### src/sv/assert_macros.svh
// Shared assertion macros for the root solver.
`ifndef ASSERT_MACROS_SVH
`define ASSERT_MACROS_SVH

// Check an expression on every enabled clock edge.
`define MQR_ASSERT(label, clk, rst_n, expr) \
    label: assert property (@(posedge clk) disable iff (!(rst_n)) (expr)) \
        else $error("assertion failed");

// Check that a condition implies a consequence in the same cycle.
`define MQR_ASSERT_IMP(label, clk, rst_n, ante, cons) \
    label: assert property (@(posedge clk) disable iff (!(rst_n)) (ante) |-> (cons)) \
        else $error("implication failed");

`endif

### src/sv/mqr_pkg.sv
`default_nettype none

package mqr_pkg;

    // Root fields are signed, fixed 40 bits wide.
    localparam int OUT_WIDTH = 40;

    // Per-item status carried to the output.
    typedef struct packed {
        logic real_roots;
        logic polish_skipped;
    } t_flags;

endpackage

`default_nettype wire

### src/sv/mqr_sqrt_step.sv
`default_nettype none

module mqr_sqrt_step
    import mqr_pkg::*;
#(
    parameter int AW     = 64,
    parameter int SW     = 32,
    parameter int K      = 0,
    parameter int SIDE_W = 35
) (
    input  wire logic              i_clk,
    input  wire logic              i_rst_n,
    input  wire logic              i_en,
    input  wire logic              i_valid,
    input  wire logic [AW-1:0]     i_rem,
    input  wire logic [SW-1:0]     i_root,
    input  wire logic [SIDE_W-1:0] i_side,
    output logic                   o_valid,
    output logic      [AW-1:0]     o_rem,
    output logic      [SW-1:0]     o_root,
    output logic      [SIDE_W-1:0] o_side
);

    // trial term: (root + 2^K)^2 - root^2 = root*2^(K+1) + 2^(2K)
    logic [AW:0] w_trial;
    logic        w_take;

    assign w_trial = ((AW+1)'(i_root) << (K + 1)) | ((AW+1)'(1) << (2 * K));
    assign w_take  = {1'b0, i_rem} >= w_trial;

    always_ff @(posedge i_clk) begin
        if (!i_rst_n) begin
            o_valid <= 1'b0;
        end else if (i_en) begin
            o_valid <= i_valid;
        end
    end

    // keep the bit when the remainder allows it
    always_ff @(posedge i_clk) begin
        if (i_en) begin
            o_side <= i_side;
            if (w_take) begin
                o_rem  <= i_rem - w_trial[AW-1:0];
                o_root <= i_root | (SW'(1) << K);
            end else begin
                o_rem  <= i_rem;
                o_root <= i_root;
            end
        end
    end

endmodule

`default_nettype wire

### config.mk
export PLATFORM = sky130hd
export DESIGN_NAME = mqr_sqrt_step
export DESIGN_NICKNAME = d
export VERILOG_FILES = /design/src/sv/assert_macros.svh /design/src/sv/mqr_pkg.sv /design/src/sv/mqr_sqrt_step.sv
export SDC_FILE = /design/constraint.sdc
export NUM_CORES = 1
export LEC_CHECK = 0
export BUFFER_PORTS_ARGS = -buffer_cell sky130_fd_sc_hd__buf_2
export CAP_MARGIN = 20
export CORE_UTILIZATION = 40
export CTS_CLUSTER_SIZE = 24
export DETAILED_ROUTE_END_ITERATION = 10
export PLACE_DENSITY = 0.75
export SETUP_SLACK_MARGIN = 0.2
export SLEW_MARGIN = 25
export SYNTH_ARGS = -nofsm -noshare
export SYNTH_HDL_FRONTEND = slang
export SYNTH_SLANG_ARGS = --single-unit
### constraint.sdc
create_clock -name i_clk -period 3.8 [get_ports i_clk]
set_clock_uncertainty 0.1 [all_clocks]
set_input_delay 0.57 -clock i_clk [delete_from_list [all_inputs] [get_ports i_clk]]
set_output_delay 0.57 -clock i_clk [all_outputs]
set_load 0.02 [all_outputs]
==> metrics.md <==
| Metric | Value |
|---|---|
| Status | completed |
| Grt ovf | 0 |
| Width of the die | 137 um |
| Std cell rows | 48 |
| GP Congestion | around 0.87 |
| Largest stage delay, worst path | 480 ps |
| P&R area growth vs syn | 31.3% |
| # setup viols final | 0 |
| Post-Syn Area per Cell | between 10 and 15 um^2 |
| WL/cell | 16.2 um |
| CTS tree | built |
| Maximum operating frequency | 0.300 GHz |
| Drt total wl | 19.0 mm |
| Tot GR Track Use | 20.4% |
| Startpoint types | input pin |
| Layout cells sized above 1 | 35.4% |
| Final Slew Violations | 0 |
| # nets final | 1106 |
| CP max stage cell | fa_1 |
| DR DRC count | 0 |
| WP data required | 3850 ps |
| Most common library cell in the layout ignoring fill and taps | buf_2 |
| Max-cap violations | 0 |
| First-pass GRT wire length | ~29 mm |
| Crit-path max FO | 7 |
| Final Util | 54.5% |
| Synth warn | 0 |
| CORE AREA | 0.0175 mm^2 |
| Initial DRC count | 313 |
| Pin count of the biggest net entering global routing | 72 |
| Worst-path clk slew | 60 ps |
| Vias in the first global route | 5796 |
| Antenna violations before repair | 0 |
| Max VDD drop | 307 uV |
| Worst hold path type | in -> reg |
| Via total after detailed routing | 6006 |
| Tmin final | 3340 ps |
| Slew Limit Headroom | 47.9% |
| Antenna-violating nets left | 0 |
| RSZ-0062 raised after global routing | no |
| Die H | between 100 and 150 um |
| Mapped Area | 0.00725 mm^2 |
| Share of the yosys chip area belonging to registers | 54.5% |
| CP arrival | between 3000 and 4000 ps |
| Most frequent cells in the layout | buf_2 (265), edfxtp_1 (131), nand2_1 (74) |
| DP HPWL | ~15 mm |
| Endpoints failing hold | 0 |
| Cell Chain, Critical Path | buf_2 > fa_1 > a211oi_1 > o211ai_2 > a21boi_0 > nand2_1 > a32oi_1 > a21oi_1 > nor4_1 > xor2_1 |
| Ys async rst share | 0% |
| TritonCTS Buffers | 17 |
| Worst Hold Depth | 1 |
| Die footprint | 0.0187 mm^2 |
| R2r worst-path depth | 2 |
| EDFF count, synth | about 130 |
| Critical path capture point type | register |
| Max Root-Sink Buffers | 2 |
| Post-synth top flop | edfxtp_1 |
| Cts repair resizes | 0 |
| Top-Level Pins | 267 |
| Ant. Diodes | 0 |
| Worst slew pin tran | 781 ps |
| Root Driver | clkbuf_16 |
| Pre-antenna DRT Iters | 4 |
| Clock sinks | ~130 |
| Final setup TNS | 0 ps |
| Cells after synthesis | 651 |
| Pleak | 4.03 nW |
| Syn nets | 820 |
| Cts hold-fix bufs | 0 |
| Max H-tree Level | 4 |
| Postcts setup bufs | 0 |
| Starting density of the core | between 40% and 50% |
| PortBufs | between 200 and 300 |
| P per Cell Area | approximately 460 mW/mm^2 |
| Synth Register Bits | 132 |
| Synth cell types | between 50 and 60 |
| Worst skew pair latency | 410 ps |
| Final period util | slightly below 90% |
| Crit path kind | in -> reg |
| Mean number of vias per cell | between 5 and 6 |
==> worst max-delay path: cells and delay by family <==
kind / cells / cell delay (ps)
AO/OA/AOI/OAI: 5 / 1550
XOR/XNOR: 1 / 110
AND/OR/NAND/NOR: 2 / 550
adder cells (fa/ha/maj): 1 / 480
buffers and inverters: 1 / 120
==> per-layer routing <==
metal  share of wire (%)  track usage [%]  up-vias
met1                  43             26.2     2768
met4                0.99             5.49        0
li1                    -                -     2972
met2                  47             33.4      250
met3                 8.3             5.81       16
met5                   0                0        -
==> registers in the layout, summed over array words and instances, names as in the netlist <==
name / count
o_side: 35
o_rem: 64
o_root: 32
o_valid: 1
==> layout make-up <==
class / instances / area [um^2]
Clock buffer: 17 / 425
Clock inverter: 14 / 163
Fill cell: 1587 / 7960
Inverter: 38 / 143
Multi-Input combinational cell: 458 / 3020
Sequential cell: 132 / 3950
Tap cell: 225 / 282
Timing Repair Buffer: 290 / 1530
==> worst paths after layout <==
| path | startpoint | end | slack (ps) |
|---|---|---|---|
| worst max-delay path | i_rem[1] | o_rem[58] | 460 |
| worst max register to register | o_valid | o_valid | 3090 |
| worst min-delay path | i_side[19] | o_side[19] | 230 |
| worst min register to register | o_valid | o_valid | 450 |
==> kinds of logic after synthesis <==
| logic type | after synthesis | synth area share, % |
|---|---|---|
| compound gates | 148 | 12.6 |
| fa+ha+maj | 34 | 5.97 |
| simple gates | 211 | 15.1 |
| xor+xnor | 61 | 7.37 |
| flops | 132 | 54.5 |
| mux | 4 | 0.604 |
| buf+inv | 61 | 3.80 |
==> power by group <==
part	switching (mW)	internal (mW)
Clock	0.621	1.02
Sequential	0.0331	1.78
Combinational	0.592	0.340
Total	1.25	3.15
==> per-stage QoR <==
stage               area [um^2]  hold WS [ps]  total power [mW]  instances  setup slack [ps]
global route               9520           210              4.58       1174               239
finish                     9520           230              4.39       1174               462
detailed placement         8930           439              2.77       1143              64.5
floorplan                  7250           489              2.40        651               550
CTS                        9520           209              4.43       1174               473
global placement           8930           411              2.76       1143              72.5
==> synth_stat cells, types with 2 or more instances <==
master / number / area (um^2)
edfxtp_1: 131 / 3930
nand2_1: 74 / 278
a21oi_1: 47 / 235
o21ai_0: 44 / 220
inv_1: 38 / 143
nor2_1: 36 / 135
ha_1: 33 / 413
xor2_1: 33 / 289
xnor2_1: 28 / 245
nor4_1: 15 / 93.8
nand4_1: 14 / 87.6
a21o_1: 13 / 97.6
buf_2: 13 / 65.1
nor3_1: 13 / 65.1
nand3_1: 12 / 60.1
or4_1: 9 / 67.6
buf_4: 8 / 60.1
o21bai_1: 7 / 52.6
or3_1: 6 / 37.5
a21boi_0: 5 / 37.5
nor3b_1: 5 / 37.5
o211ai_1: 5 / 37.5
a211o_1: 4 / 35.0
a211oi_1: 4 / 30.0
nand2b_1: 4 / 25.0
a31oi_1: 3 / 18.8
mux2_2: 3 / 33.8
nand3b_1: 3 / 22.5
nor2b_1: 3 / 18.8
o21ai_1: 3 / 15.0
or2_2: 3 / 18.8
clkbuf_1: 2 / 7.51
nor3_2: 2 / 20.0
o21a_1: 2 / 15.0
o31a_1: 2 / 17.5
o31ai_1: 2 / 15.0
or2_1: 2 / 12.5
Note: power is estimated with default switching activity, not from simulation.
