### src/sv/assert_macros.svh
// Shared assertion macros for the root solver.
`ifndef ASSERT_MACROS_SVH
`define ASSERT_MACROS_SVH

// Check an expression on every enabled clock edge.
`define MQR_ASSERT(label, clk, rst_n, expr) \
    label: assert property (@(posedge clk) disable iff (!(rst_n)) (expr)) \
        else $error("assertion failed");

// Check that a condition implies a consequence in the same cycle.
`define MQR_ASSERT_IMP(label, clk, rst_n, ante, cons) \
    label: assert property (@(posedge clk) disable iff (!(rst_n)) (ante) |-> (cons)) \
        else $error("implication failed");

`endif

### src/sv/mqr_pkg.sv
`default_nettype none

package mqr_pkg;

    // Root fields are signed, fixed 40 bits wide.
    localparam int OUT_WIDTH = 40;

    // Per-item status carried to the output.
    typedef struct packed {
        logic real_roots;
        logic polish_skipped;
    } t_flags;

endpackage

`default_nettype wire

### src/sv/mqr_back.sv
`default_nettype none

module mqr_back
    import mqr_pkg::*;
#(
    parameter int COEF_WIDTH = 32,
    parameter int AW         = 64,
    parameter int SW         = 32
) (
    input  wire logic                         i_clk,
    input  wire logic                         i_rst_n,
    input  wire logic                         i_en,
    input  wire logic                         i_valid,
    input  wire logic        [AW-1:0]         i_rem,
    input  wire logic        [SW-1:0]         i_root,
    input  wire logic                         i_real,
    input  wire logic signed [COEF_WIDTH+1:0] i_nb2,
    output logic                              o_valid,
    output logic signed      [OUT_WIDTH-1:0]  o_re0,
    output logic signed      [OUT_WIDTH-1:0]  o_im0,
    output logic signed      [OUT_WIDTH-1:0]  o_re1,
    output logic signed      [OUT_WIDTH-1:0]  o_im1,
    output t_flags                            o_flags
);

    localparam int VW0 = (COEF_WIDTH + 2 > SW + 3) ? COEF_WIDTH + 2 : SW + 3;
    localparam int VW  = VW0 + 1;
    localparam int CW  = ((VW > OUT_WIDTH) ? VW : OUT_WIDTH) + 1;
    localparam logic signed [CW-1:0] SAT_HI = (CW'(1) << (OUT_WIDTH - 1)) - CW'(1);
    localparam logic signed [CW-1:0] SAT_LO = -SAT_HI - CW'(1);

    // stage A: Newton-corrected root width and pre-round values
    logic              w_skip;
    logic [1:0]        w_q;
    logic [SW+1:0]     w_m;
    logic signed [VW-1:0] w_mx;
    logic signed [VW-1:0] w_nbx;

    assign w_skip = (i_root == '0);
    always_comb begin
        if (i_rem >= (AW'(i_root) << 1)) begin
            w_q = 2'd2;
        end else if (i_rem >= AW'(i_root)) begin
            w_q = 2'd1;
        end else begin
            w_q = 2'd0;
        end
    end
    assign w_m   = w_skip ? '0 : ((SW+2)'(i_root) << 1) + (SW+2)'(w_q);
    assign w_mx  = signed'(VW'(w_m));
    assign w_nbx = VW'(i_nb2);

    logic                 r_va;
    logic signed [VW-1:0] r_v0;
    logic signed [VW-1:0] r_v1;
    logic signed [VW-1:0] r_vi;
    t_flags               r_fa;

    always_ff @(posedge i_clk) begin
        if (!i_rst_n) begin
            r_va <= 1'b0;
        end else if (i_en) begin
            r_va <= i_valid;
        end
    end

    always_ff @(posedge i_clk) begin
        if (i_en) begin
            r_v0                <= i_real ? w_nbx + w_mx : w_nbx;
            r_v1                <= i_real ? w_nbx - w_mx : w_nbx;
            r_vi                <= i_real ? '0 : w_mx;
            r_fa.real_roots     <= i_real;
            r_fa.polish_skipped <= w_skip;
        end
    end

    // round to nearest (ties up) dropping two bits, then clamp
    function automatic logic signed [OUT_WIDTH-1:0] rnd_sat(input logic signed [VW-1:0] v);
        logic signed [CW-1:0] t;
        logic signed [CW-1:0] q;
        t = CW'(v) + CW'(2);
        q = t >>> 2;
        if (q > SAT_HI) begin
            q = SAT_HI;
        end else if (q < SAT_LO) begin
            q = SAT_LO;
        end
        return q[OUT_WIDTH-1:0];
    endfunction

    // stage B: output register
    logic signed [OUT_WIDTH-1:0] w_im0;
    assign w_im0 = rnd_sat(r_vi);

    always_ff @(posedge i_clk) begin
        if (!i_rst_n) begin
            o_valid <= 1'b0;
        end else if (i_en) begin
            o_valid <= r_va;
        end
    end

    always_ff @(posedge i_clk) begin
        if (i_en) begin
            o_re0   <= rnd_sat(r_v0);
            o_re1   <= rnd_sat(r_v1);
            o_im0   <= w_im0;
            o_im1   <= -w_im0;
            o_flags <= r_fa;
        end
    end

endmodule

`default_nettype wire

### config.mk
export PLATFORM = sky130hd
export DESIGN_NAME = mqr_back
export DESIGN_NICKNAME = d
export VERILOG_FILES = /design/src/sv/assert_macros.svh /design/src/sv/mqr_pkg.sv /design/src/sv/mqr_back.sv
export SDC_FILE = /design/constraint.sdc
export NUM_CORES = 1
export LEC_CHECK = 0
export ABC_AREA = 1
export BUFFER_PORTS_ARGS = -buffer_cell sky130_fd_sc_hd__buf_2
export CAP_MARGIN = 20
export CORE_MARGIN = 2
export CORE_UTILIZATION = 55
export DETAILED_ROUTE_END_ITERATION = 16
export PLACE_DENSITY = 0.85
export SYNTH_ARGS = -nofsm -noshare
export SYNTH_HDL_FRONTEND = slang
export SYNTH_SLANG_ARGS = --single-unit
### constraint.sdc
create_clock -name i_clk -period 13.5 [get_ports i_clk]
set_input_delay 2.025 -clock i_clk [delete_from_list [all_inputs] [get_ports i_clk]]
set_output_delay 2.025 -clock i_clk [all_outputs]
set_load 0.005 [all_outputs]
==> Flow_metrics.wiki, run 1 <==
{| class="wikitable"
! Metric !! Value
|-
| Outcome || completed
|-
| Final worst slack || 5800 ps
|-
| DRC violation count after routing || 0
|-
| Routed vias || 17500
|-
| Width of the die || 189 µm
|-
| Count of pins over their slew limit || 0
|-
| Largest stage delay, worst path || 520 ps
|-
| Final routed wire length divided by cell count || 18.8 µm
|-
| Count of filler cells inserted in the layout || 2914
|-
| Number of buffers inserted by hold repair at cts || 0
|-
| Critical path peak fanout || 9
|-
| Drt via density || 5.59
|-
| Height of the die || 189 µm
|-
| Non-filler instance count after layout || 3137
|-
| Placed Cells incl. Taps || 3089
|-
| Share of flip-flops with an asynchronous set or reset || 0%
|-
| Global-route wire length before repair || 89.9 mm
|-
| Insertion delay of the later-clocked pin in the worst-skew pair || 550 ps
|-
| Pre-CTS setup slack || 5320 ps
|-
| Slowest CP cell || ha_1
|-
| Total Die Area || 35800 µm²
|-
| Buffer type at the clock tree root || clkbuf_16
|-
| Clock tree from TritonCTS || built
|-
| Cell row count || 67
|-
| Flip-flop and latch count after synthesis || 253
|-
| Dominant synthesized flop cell || edfxtp_1
|-
| Cell occurring most often along the worst timing path || nand2_1
|-
| Mean post-synth cell area || 7.86 µm²
|-
| Power Dens Cells || 103 nW/µm²
|-
| RSZ-0062 raised after global routing || no
|-
| Critical path type || input port to flop
|-
| Worst-case hold path end point || o_flags[0]
|-
| Yosys synthesis warning count || 0
|-
| Yosys cell types || 54
|-
| Number of cells traversed by the worst register-to-register path || 15
|-
| Aggregate routed wire length || 59.0 mm
|-
| Setup TNS Final || 0 ps
|-
| Arrival time of data at the critical path endpoint || 7960 ps
|-
| Final Hold Viols || 0
|-
| Largest vdd supply drop || 0.109 mV
|-
| Final worst-path cycle share || 57.0%
|-
| Remaining max-slew budget at the tightest pin || 47.6%
|-
| Min-delay worst type || flop to flop
|-
| Core box area || 33600 µm²
|-
| CP required || 13760 ps
|-
| Deepest clock path buffer count || 3
|-
| Critical Path Source Type || input port
|-
| Final Instance Area || 21500 µm²
|-
| Via count of the first global-routing pass || 16700
|-
| Yosys top cell by area || edfxtp_1
|-
| Number of buffers added by the clock tree synthesis step || 27
|-
| Number of max-cap violations || 0
|-
| Tmin final || 7700 ps
|-
| Clock sinks || 253
|-
| Post CTS Setup Buffer Count || 0
|-
| 1st-iter DRT viols || 1747
|-
| Antenna violations before repair || 6
|-
| Top achievable clock speed || 130 MHz
|-
| Area Overhead vs Synth || 14.0%
|-
| Fraction of layout cells with a size suffix above 1 || 14.5%
|-
| Placed inst area || 20700 µm²
|-
| Maximum number of pins on one net before global-route repair || 98
|-
| HP Start || r_fa[0]
|-
| Slew at the pin with the worst max-slew slack || 780 ps
|-
| Starting utilization of the core area || 56.1%
|-
| Clock transition at the register clock pins on the worst setup and hold paths after CTS || 60 ps
|-
| Number of enable-type register cells in the synthesized netlist || 251
|-
| Start of the worst register-to-register path || r_vi[1]
|-
| Area share of the largest cell type after synthesis || 39.9%
|-
| Static power due to leakage || 9.97 nW
|-
| Endpoint class of the critical path || flop
|-
| Post-Syn Instances || 2401
|-
| RePlAce Congestion || 1.02
|-
| Aggregate global-route resource usage || 32.4%
|-
| Sequential area share after synthesis || 40.2%
|-
| Ports || 298
|-
| Number of failing setup endpoints in the final timing report || 0
|-
| Cell area after synthesis || 18900 µm²
|-
| Hold-critical path depth || 0
|-
| Final antenna-violating net count || 0
|-
| Layout Skew || 17.4 ps
|-
| Top area cells in the synthesized netlist || edfxtp_1, ha_1, nand2_1, inv_1, nor2_1
|-
| Level count of the clock H-tree || 1
|-
| Port bufs || 290
|-
| CTS resizes || 0
|-
| Total overflow reported by the global router || 0
|-
| Endpoint of the most critical register-to-register path || o_im1[33]
|-
| First-pass DRT Iterations || 6
|-
| Final nets || 2946
|-
| Half-perimeter wire length after placement || 48.2 mm
|-
| Setup slack on the worst flop-to-flop path || 10020 ps
|}
[sequential cells by signal, indices dropped and copies added, names as in the netlist]
register and cells:
r_v1 35, r_v0 35, r_va 1, o_im0 32
r_vi 33, o_re0 36, o_flags 2, o_valid 1
r_fa 2, o_im1 40, o_re1 36
[critical path: cells and delay by family]
family | cells | cell delay (ps)
AND/OR/NAND/NOR | 28 | 3350
adder cells (fa/ha/maj) | 4 | 1150
AO/OA/AOI/OAI | 4 | 730
buffers and inverters | 7 | 670
[metrics by stage]
stage	hold WS, ps	utilization (%)	total power, mW
CTS	418	63.9	2.20
finish	417	64.0	2.21
floorplan	400	-	1.31
detailed placement	405	61.5	1.51
global placement	402	61.5	1.50
global route	420	64.0	2.31
[cell type report]
class	count	area, µm²	share of cell area, %
inverter	430	1610	7.50
multi-input combinational	1662	9410	43.7
timing repair buffer	297	1530	7.13
clock inverter	9	104	0.483
sequential	253	7580	35.2
tap	448	561	2.61
antenna	2	5.00	0.0233
clock buffer	36	709	3.30
[report_power, final]
part / switching [mW] / total [mW] / internal [mW]
clock: 0.292 / 0.697 / 0.405
sequential: 0.0441 / 1.00 / 0.956
combinational: 0.343 / 0.510 / 0.168
[per-layer routing]
layer	track usage, %	routed length (µm)	share of wire, %
met4	10.5	1940	3.3
met5	0	63	0.11
met1	42.8	24100	41
met3	4.67	5030	8.5
met2	55.1	27900	47
[worst max path at each step]
stage,slack (ps),from,end
2_1_floorplan,6400,i_root[15],r_v1[32]
5_1_grt,5080,i_root[26],r_v0[34]
4_1_cts,5890,i_root[12],r_v1[32]
3_5_place_dp,5320,i_root[12],r_v1[32]
6_report,5800,i_root[12],r_v1[32]
3_3_place_gp,5440,i_root[9],r_v1[32]
[placed cells by master (no fill, tap or decap), drive strengths merged, types with 2 or more instances in the layout]
cell type | netlist | final
a211oi | 3 | 3
a21o | 8 | 8
a21oi | 168 | 168
a221oi | 4 | 4
a31o | 2 | 2
a31oi | 4 | 4
and3 | 3 | 3
buf | 20 | 297
bufinv | 0 | 2
clkbuf | 42 | 36
clkinv | 2 | 6
conb | 1 | 7
dfxtp | 2 | 2
diode | 0 | 2
edfxtp | 251 | 251
fa | 2 | 2
ha | 138 | 138
inv | 428 | 430
nand2 | 442 | 442
nand3 | 101 | 101
nand4 | 55 | 55
nor2 | 295 | 295
nor3 | 60 | 60
nor3b | 3 | 3
nor4 | 36 | 36
o211a | 2 | 2
o211ai | 3 | 3
o21a | 17 | 17
o21ai | 158 | 158
o21bai | 7 | 7
o22ai | 5 | 5
or2 | 7 | 7
or4 | 2 | 2
xnor2 | 13 | 13
xor2 | 109 | 109
[cell families (layout without fill, tap and decap cells)]
group	after synthesis	after routing	share of synthesized area, %
XOR/XNOR	122	122	5.74
adder cells (fa/ha/maj)	140	140	9.36
buffers and inverters	492	772	10.1
AND/OR/NAND/NOR	1008	1008	23.6
AO/OA/AOI/OAI	385	385	11.0
other	1	9	0.0199
flip-flops	253	253	40.2
[synth_stat cells (all sizes together) (4+ instances only)]
cell type    n
inv        428
o22ai        5
nor4        36
a21o         8
ha         138
nand4       55
nand2      442
xor2       109
or2          7
a221oi       4
nor2       295
o21a        17
o21bai       7
a31oi        4
xnor2       13
clkbuf      42
a21oi      168
buf         20
edfxtp     251
o21ai      158
nor3        60
nand3      101
Power figures use the tool's default switching activity.
==> run 2, diff against run 1 <==
==> constraint.sdc (replaced) <==
create_clock -name i_clk -period 7.8 [get_ports i_clk]
set_input_delay 1.17 -clock i_clk [delete_from_list [all_inputs] [get_ports i_clk]]
set_output_delay 1.17 -clock i_clk [all_outputs]
set_load 0.005 [all_outputs]
==> run 2 against run 1 <==
  * Non-clock buffer count is 5 higher
  * Clock-buffer cell count fell by 6
  * Final cell count increased by 0.29%
  * Power is 73% higher
  * First-iteration DRC count is 8.4% higher
  * Flip-flop and latch count did not move
  * Clock power grew 72%
  * Die area is the same
  * Cell area hardly changed
  * Combinational power increased by 73%
  * Sequential power increased by 73%
==> Flow_metrics.wiki, run 2 (synthesis results as in run 1) <==
{| class="wikitable"
! Metric !! Value
|-
| Outcome || completed
|-
| Maximum number of pins on one net before global-route repair || 106 (+8.2%)
|-
| Endpoint class of the critical path || flop
|-
| Detailed-routing wirelength on met1 || 23.9 mm (-0.78%)
|-
| Final Hold Viols || 0 (unchanged)
|-
| First-pass DRT Iterations || 7 (+1)
|-
| Antenna violations before repair || 9 (+3)
|-
| Slew at the pin with the worst max-slew slack || 1070 ps (+288 ps)
|-
| Width of the die || 189 µm (unchanged)
|-
| Aggregate global-route resource usage || 32.3% (-0.10 points)
|-
| Largest vdd supply drop || 0.187 mV (+71%)
|-
| Fraction of layout cells with a size suffix above 1 || 14.7% (+0.22 points)
|-
| Core box area || 33600 µm² (unchanged)
|-
| Sum of met3 wire segment lengths after detailed routing || 5.36 mm (+6.6%)
|-
| Deepest clock path buffer count || 3 (unchanged)
|-
| Placed Cells incl. Taps || 3095 (+0.19%)
|-
| Area Overhead vs Synth || 14.1% (about the same)
|-
| Largest stage delay, worst path || 510 ps (about the same)
|-
| Critical Path Source Type || input port
|-
| DRC violation count after routing || 0 (unchanged)
|-
| RSZ-0062 raised after global routing || no
|-
| Drt via density || 5.62 (+0.66%)
|-
| Metal2 WL || 27.4 mm (-1.9%)
|-
| Ports || 298 (unchanged)
|-
| Final nets || 2950 (+0.14%)
|-
| Most common cell after layout, fill and taps aside || nand2_1
|-
| Registers with the most flip-flops || o_im1 (40), o_re0 (36), o_re1 (36)
|-
| Cell row count || 67 (unchanged)
|-
| Count of pins over their slew limit || 0 (unchanged)
|-
| Setup slack on the worst flop-to-flop path || 4350 ps (-5670 ps)
|-
| Tmin final || 6860 ps
|-
| CTS resizes || 0 (unchanged)
|-
| Final worst-path cycle share || 88.0%
|-
| Critical path type || input port to flop
|-
| Clock tree from TritonCTS || built
|-
| Buffer type at the clock tree root || clkbuf_16
|-
| Hold-critical path depth || 0 (unchanged)
|-
| Start of the worst register-to-register path || r_vi[1]
|-
| Clock transition at the register clock pins on the worst setup and hold paths after CTS || 60 ps (about the same)
|-
| Aggregate routed wire length || 58.7 mm (-0.56%)
|-
| Number of buffers inserted by hold repair at cts || 0 (unchanged)
|-
| Commonest cells after routing, fill and taps aside || nand2_1, inv_1, buf_2, nor2_1, edfxtp_1
|-
| Number of cells traversed by the worst register-to-register path || 18 (+3)
|-
| Worst-case hold path end point || o_flags[0]
|-
| Number of failing setup endpoints in the final timing report || 0 (unchanged)
|-
| Static power due to leakage || 9.99 nW (+0.22%)
|-
| Number of flip-flops in the largest register || 40 (unchanged)
|-
| Slowest CP cell || ha_1
|-
| Half-perimeter wire length after placement || 47.6 mm (-1.3%)
|-
| Global-route wire length before repair || 89.9 mm (about the same)
|-
| Setup TNS Final || 0 ps (unchanged)
|-
| Layout Skew || 27.9 ps (+10.4 ps)
|-
| Level count of the clock H-tree || 1 (unchanged)
|-
| Final routed wire length divided by cell count || 18.7 µm (-0.84%)
|-
| Min-delay worst type || flop to flop
|-
| Register name with the most flops || o_im1
|-
| Final antenna-violating net count || 0 (unchanged)
|-
| Post CTS Setup Buffer Count || 0 (unchanged)
|-
| Non-filler instance count after layout || 3146 (+0.29%)
|-
| Number of buffers added by the clock tree synthesis step || 26 (-3.7%)
|-
| Height of the die || 189 µm (unchanged)
|-
| Number of max-cap violations || 0 (unchanged)
|-
| Total Die Area || 35800 µm² (unchanged)
|-
| Max Used Layer || met5
|-
| Remaining max-slew budget at the tightest pin || 28.8% (-19 points)
|-
| Power Dens Cells || 177 nW/µm² (+73%)
|-
| Clock sinks || 253 (unchanged)
|-
| Top achievable clock speed || 146 MHz
|-
| CP required || 8060 ps (-5700 ps)
|-
| Critical path peak fanout || 9 (unchanged)
|-
| Arrival time of data at the critical path endpoint || 7130 ps (-830 ps)
|-
| Starting utilization of the core area || 56.1% (unchanged)
|-
| RePlAce Congestion || 1.02 (+0.63%)
|-
| Total overflow reported by the global router || 0 (unchanged)
|-
| Via count of the first global-routing pass || 16700 (-0.11%)
|-
| Endpoint of the most critical register-to-register path || o_im1[32]
|-
| 1st-iter DRT viols || 1893 (+8.4%)
|-
| Port bufs || 290 (unchanged)
|-
| Cell occurring most often along the worst timing path || nand2_1
|-
| Routed vias || 17700 (+0.95%)
|-
| HP Start || r_fa[0]
|-
| Insertion delay of the later-clocked pin in the worst-skew pair || 560 ps (about the same)
|}
run 2: routing by layer:
| layer | up-vias | global-route usage [%] |
|---|---|---|
| met5 | - | 0 |
| met4 | 12 | 11.2 |
| met3 | 129 | 5.21 |
| met2 | 915 | 53.6 |
| met1 | 8157 | 43.1 |
| li1 | 8476 | - |
run 2: worst max-delay path: cells and delay by family:
kind                       cells  cell delay, ps
AOI/OAI and AO/OA              6            1160
adders and majority gates      4            1150
buffers and inverters          6             490
and+or+nand+nor               25            3150
run 2: power by group:
group / total, mW / internal, mW / switching, mW
Sequential: 1.73 / 1.66 / 0.0772
Combinational: 0.883 / 0.290 / 0.593
Clock: 1.20 / 0.675 / 0.524
run 2: worst max-delay path by stage:
stage / startpoint / to / slack, ps / cells past startpoint
after floorplan: i_root[15] / r_v1[32] / 1550 / 44
after global placement: i_root[28] / r_v1[32] / 510 / 41
after detailed placement: i_root[28] / r_v1[32] / 430 / 41
after CTS: i_root[28] / r_v1[32] / 1000 / 41
after global routing: i_root[6] / r_v1[32] / 250 / 41
final: i_root[30] / r_v1[32] / 940 / 41
run 2: per-stage QoR:
step | hold WS [ps] | worst slack, ps | area (µm²) | utilization, % | power, mW
3_3_place_gp | 400 | 511 | 20700 | 61.6 | 2.60
4_1_cts | 420 | 1000 | 21500 | 64.0 | 3.80
5_1_grt | 423 | 247 | 21500 | 64.0 | 3.98
2_1_floorplan | 400 | 1550 | 18900 | - | 2.26
6_report | 420 | 939 | 21500 | 64.0 | 3.81
3_5_place_dp | 406 | 426 | 20700 | 61.6 | 2.61
run 2: area by class of cell:
| class | count | area [µm²] |
|---|---|---|
| Antenna cell | 4 | 10.0 |
| Clock inverter | 17 | 136 |
| Inverter | 430 | 1610 |
| Timing Repair Buffer | 302 | 1550 |
| Clock buffer | 30 | 666 |
| Tap cell | 448 | 561 |
| Fill cell | 2906 | 12100 |
| Multi-Input combinational cell | 1662 | 9410 |
| Sequential cell | 253 | 7580 |
==> run 3, diff against run 2 <==
==> constraint.sdc (replaced) <==
create_clock -name i_clk -period 7.1 [get_ports i_clk]
set_input_delay 1.065 -clock i_clk [delete_from_list [all_inputs] [get_ports i_clk]]
set_output_delay 1.065 -clock i_clk [all_outputs]
set_load 0.005 [all_outputs]
==> run 3 against run 2 <==
  * Via count up 1.6%
  * Core utilization up 1.7 points
  * First-iteration DRC count down 10%
  * Largest cell class unchanged
  * Cell area up 2.6%
  * Highest routed layer unchanged
  * Final cell count up 2.4%
  * Wire length up 2.4%
==> Flow_metrics.wiki, run 3 (synthesis results as in run 1) <==
{| class="wikitable"
! Metric !! Value
|-
| Number of buffers added by the clock tree synthesis step || 26 (unchanged)
|-
| Layout Skew || 14.4 ps (-13.5 ps)
|-
| Clock tree from TritonCTS || built
|-
| Multi-input gate area in the final layout || 9410 µm² (unchanged)
|-
| Buffer type at the clock tree root || clkbuf_16
|-
| Most common cell after layout, fill and taps aside || nand2_1
|-
| Clock sinks || 253 (unchanged)
|-
| Total Die Area || 35800 µm² (unchanged)
|-
| Ports || 298 (unchanged)
|-
| Power Dens Cells || 190 nW/µm² (+7.2%)
|-
| Level count of the clock H-tree || 1 (unchanged)
|-
| RSZ-0062 raised after global routing || no
|-
| Final worst slack || 708 ps (-230 ps)
|-
| Remaining max-slew budget at the tightest pin || 32.2% (+3.4 points)
|-
| Final worst-path cycle share || 90.0%
|-
| Aggregate global-route resource usage || 33.0% (+0.69 points)
|-
| Final nets || 3027 (+2.6%)
|-
| Number of failing setup endpoints in the final timing report || 0 (unchanged)
|-
| Post-route core utilization || 65.7% (+1.7 points)
|-
| Static power due to leakage || 10.4 nW (+3.7%)
|-
| First-pass DRT Iterations || 6 (-1)
|-
| Antenna violations before repair || 6 (-3)
|-
| Number of flip-flops in the largest register || 40 (unchanged)
|-
| Deepest clock path buffer count || 3 (unchanged)
|-
| Number of max-cap violations || 0 (unchanged)
|-
| Total overflow reported by the global router || 0 (unchanged)
|-
| Routed vias || 18000 (+1.6%)
|-
| Number of cells traversed by the worst register-to-register path || 15 (-3)
|-
| Count of pins over their slew limit || 0 (unchanged)
|-
| Pre-CTS setup slack || 201 ps (-224 ps)
|-
| Fraction of layout cells with a size suffix above 1 || 17.1% (+2.4 points)
|-
| Largest stage delay, worst path || 470 ps (-40 ps)
|-
| Final Hold Viols || 0 (unchanged)
|-
| Post CTS Setup Buffer Count || 0 (unchanged)
|-
| Width of the die || 189 µm (unchanged)
|-
| DRC violation count after routing || 0 (unchanged)
|-
| Register area || 7580 µm² (unchanged)
|-
| Drt via density || 5.58 (-0.79%)
|-
| CTS resizes || 0 (unchanged)
|-
| Half-perimeter wire length after placement || 49.7 mm (+4.4%)
|-
| Placed inst area || 21300 µm² (+2.9%)
|-
| Number of buffers inserted by hold repair at cts || 0 (unchanged)
|-
| Commonest cells after routing, fill and taps aside || nand2_1, inv_1, buf_2, nor2_1, edfxtp_1
|-
| Cell occurring most often along the worst timing path || nand2_1
|-
| Tmin final || 6390 ps
|-
| Outcome || completed
|-
| Maximum number of pins on one net before global-route repair || 141 (+33%)
|-
| Critical Path Source Type || input port
|-
| Count of filler cells inserted in the layout || 2810 (-3.3%)
|-
| Final antenna-violating net count || 0 (unchanged)
|-
| Final routed wire length divided by cell count || 18.7 µm (about the same)
|-
| Core box area || 33600 µm² (unchanged)
|-
| Aggregate routed wire length || 60.1 mm (+2.4%)
|-
| Final Instance Area || 22100 µm² (+2.6%)
|-
| Registers with the most flip-flops || o_im1 (40), o_re0 (36), o_re1 (36)
|-
| Endpoint of the most critical register-to-register path || o_im1[28]
|-
| Critical path type || input port to flop
|-
| Largest vdd supply drop || 0.192 mV (+3.1%)
|-
| Clock transition at the register clock pins on the worst setup and hold paths after CTS || 60 ps (about the same)
|-
| Slowest CP cell || ha_1
|-
| RePlAce Congestion || 1.06 (+3.6%)
|-
| Critical path origin || i_root[30]
|-
| Top achievable clock speed || 156 MHz
|-
| Arrival time of data at the critical path endpoint || 6690 ps (-440 ps)
|-
| Worst Setup EP || r_v0[34]
|-
| Critical path peak fanout || 7 (-2)
|-
| CP required || 7400 ps (-660 ps)
|-
| Insertion delay of the later-clocked pin in the worst-skew pair || 550 ps (about the same)
|-
| Via count of the first global-routing pass || 17300 (+3.7%)
|-
| Slew at the pin with the worst max-slew slack || 1020 ps (-50.7 ps)
|-
| Area Overhead vs Synth || 17.1%
|-
| Starting utilization of the core area || 56.1% (unchanged)
|-
| Setup slack on the worst flop-to-flop path || 3530 ps (-820 ps)
|-
| Min-delay worst type || flop to flop
|-
| Height of the die || 189 µm (unchanged)
|-
| Port bufs || 290 (unchanged)
|-
| Endpoint class of the critical path || flop
|-
| Setup TNS Final || 0 ps (unchanged)
|-
| Register name with the most flops || o_im1
|-
| Global-route wire length before repair || 91.9 mm (+2.3%)
|-
| Cell row count || 67 (unchanged)
|-
| Start of the worst register-to-register path || r_vi[1]
|-
| 1st-iter DRT viols || 1701 (-10%)
|}
[run 3: cell type report]
class | count | area share, %
clock inverters | 10 | 0.255
clock buffers | 37 | 3.27
inverters | 430 | 7.31
well taps | 448 | 2.54
repair buffers | 379 | 9.70
multi-input cells | 1662 | 42.6
flip-flops and latches | 253 | 34.3
diodes | 2 | 0.0227
[run 3: worst max-delay path, delay by kind of cell]
| family | cells | cell delay, ps |
|---|---|---|
| and+or+nand+nor | 30 | 3620 |
| adders and majority gates | 4 | 1080 |
| buffers and inverters | 7 | 500 |
| AOI/OAI and AO/OA | 2 | 250 |
| xor gates and xnor gates | 1 | 160 |
[run 3: worst min-delay path by stage]
stage                     cells past startpoint    start  slack (ps)          to
after floorplan                               0  r_fa[0]         400  o_flags[0]
after global placement                        0  r_fa[1]         400  o_flags[1]
after detailed placement                      0  r_fa[0]         410  o_flags[0]
after CTS                                     0  r_fa[1]         420  o_flags[1]
after global routing                          0  r_fa[0]         420  o_flags[0]
final                                         0  r_fa[0]         420  o_flags[0]
[run 3: report_power, final]
group	internal (mW)	switching, mW	leakage [nW]
Sequential	1.82	0.0841	2.46
Combinational	0.351	0.664	7.52
Clock	0.709	0.570	0.383
Total	2.88	1.32	10.4
[run 3: routing by layer]
metal  up-vias  GRT usage (%)  share of wire, %
li1       8635              -                 -
met1      8320           43.2                41
met2       872           56.1                47
met3       130           4.65               8.0
met4        10           11.6               3.6
met5         -              0              0.11
[run 3: per-stage QoR]
stage | std cells | hold WS (ps) | power [mW]
after CTS | 3219 | 419 | 4.18
after global routing | 3220 | 421 | 4.37
final | 3221 | 418 | 4.20
after detailed placement | 3172 | 405 | 2.92
after floorplan | 2407 | 400 | 2.48
after global placement | 3172 | 403 | 2.90
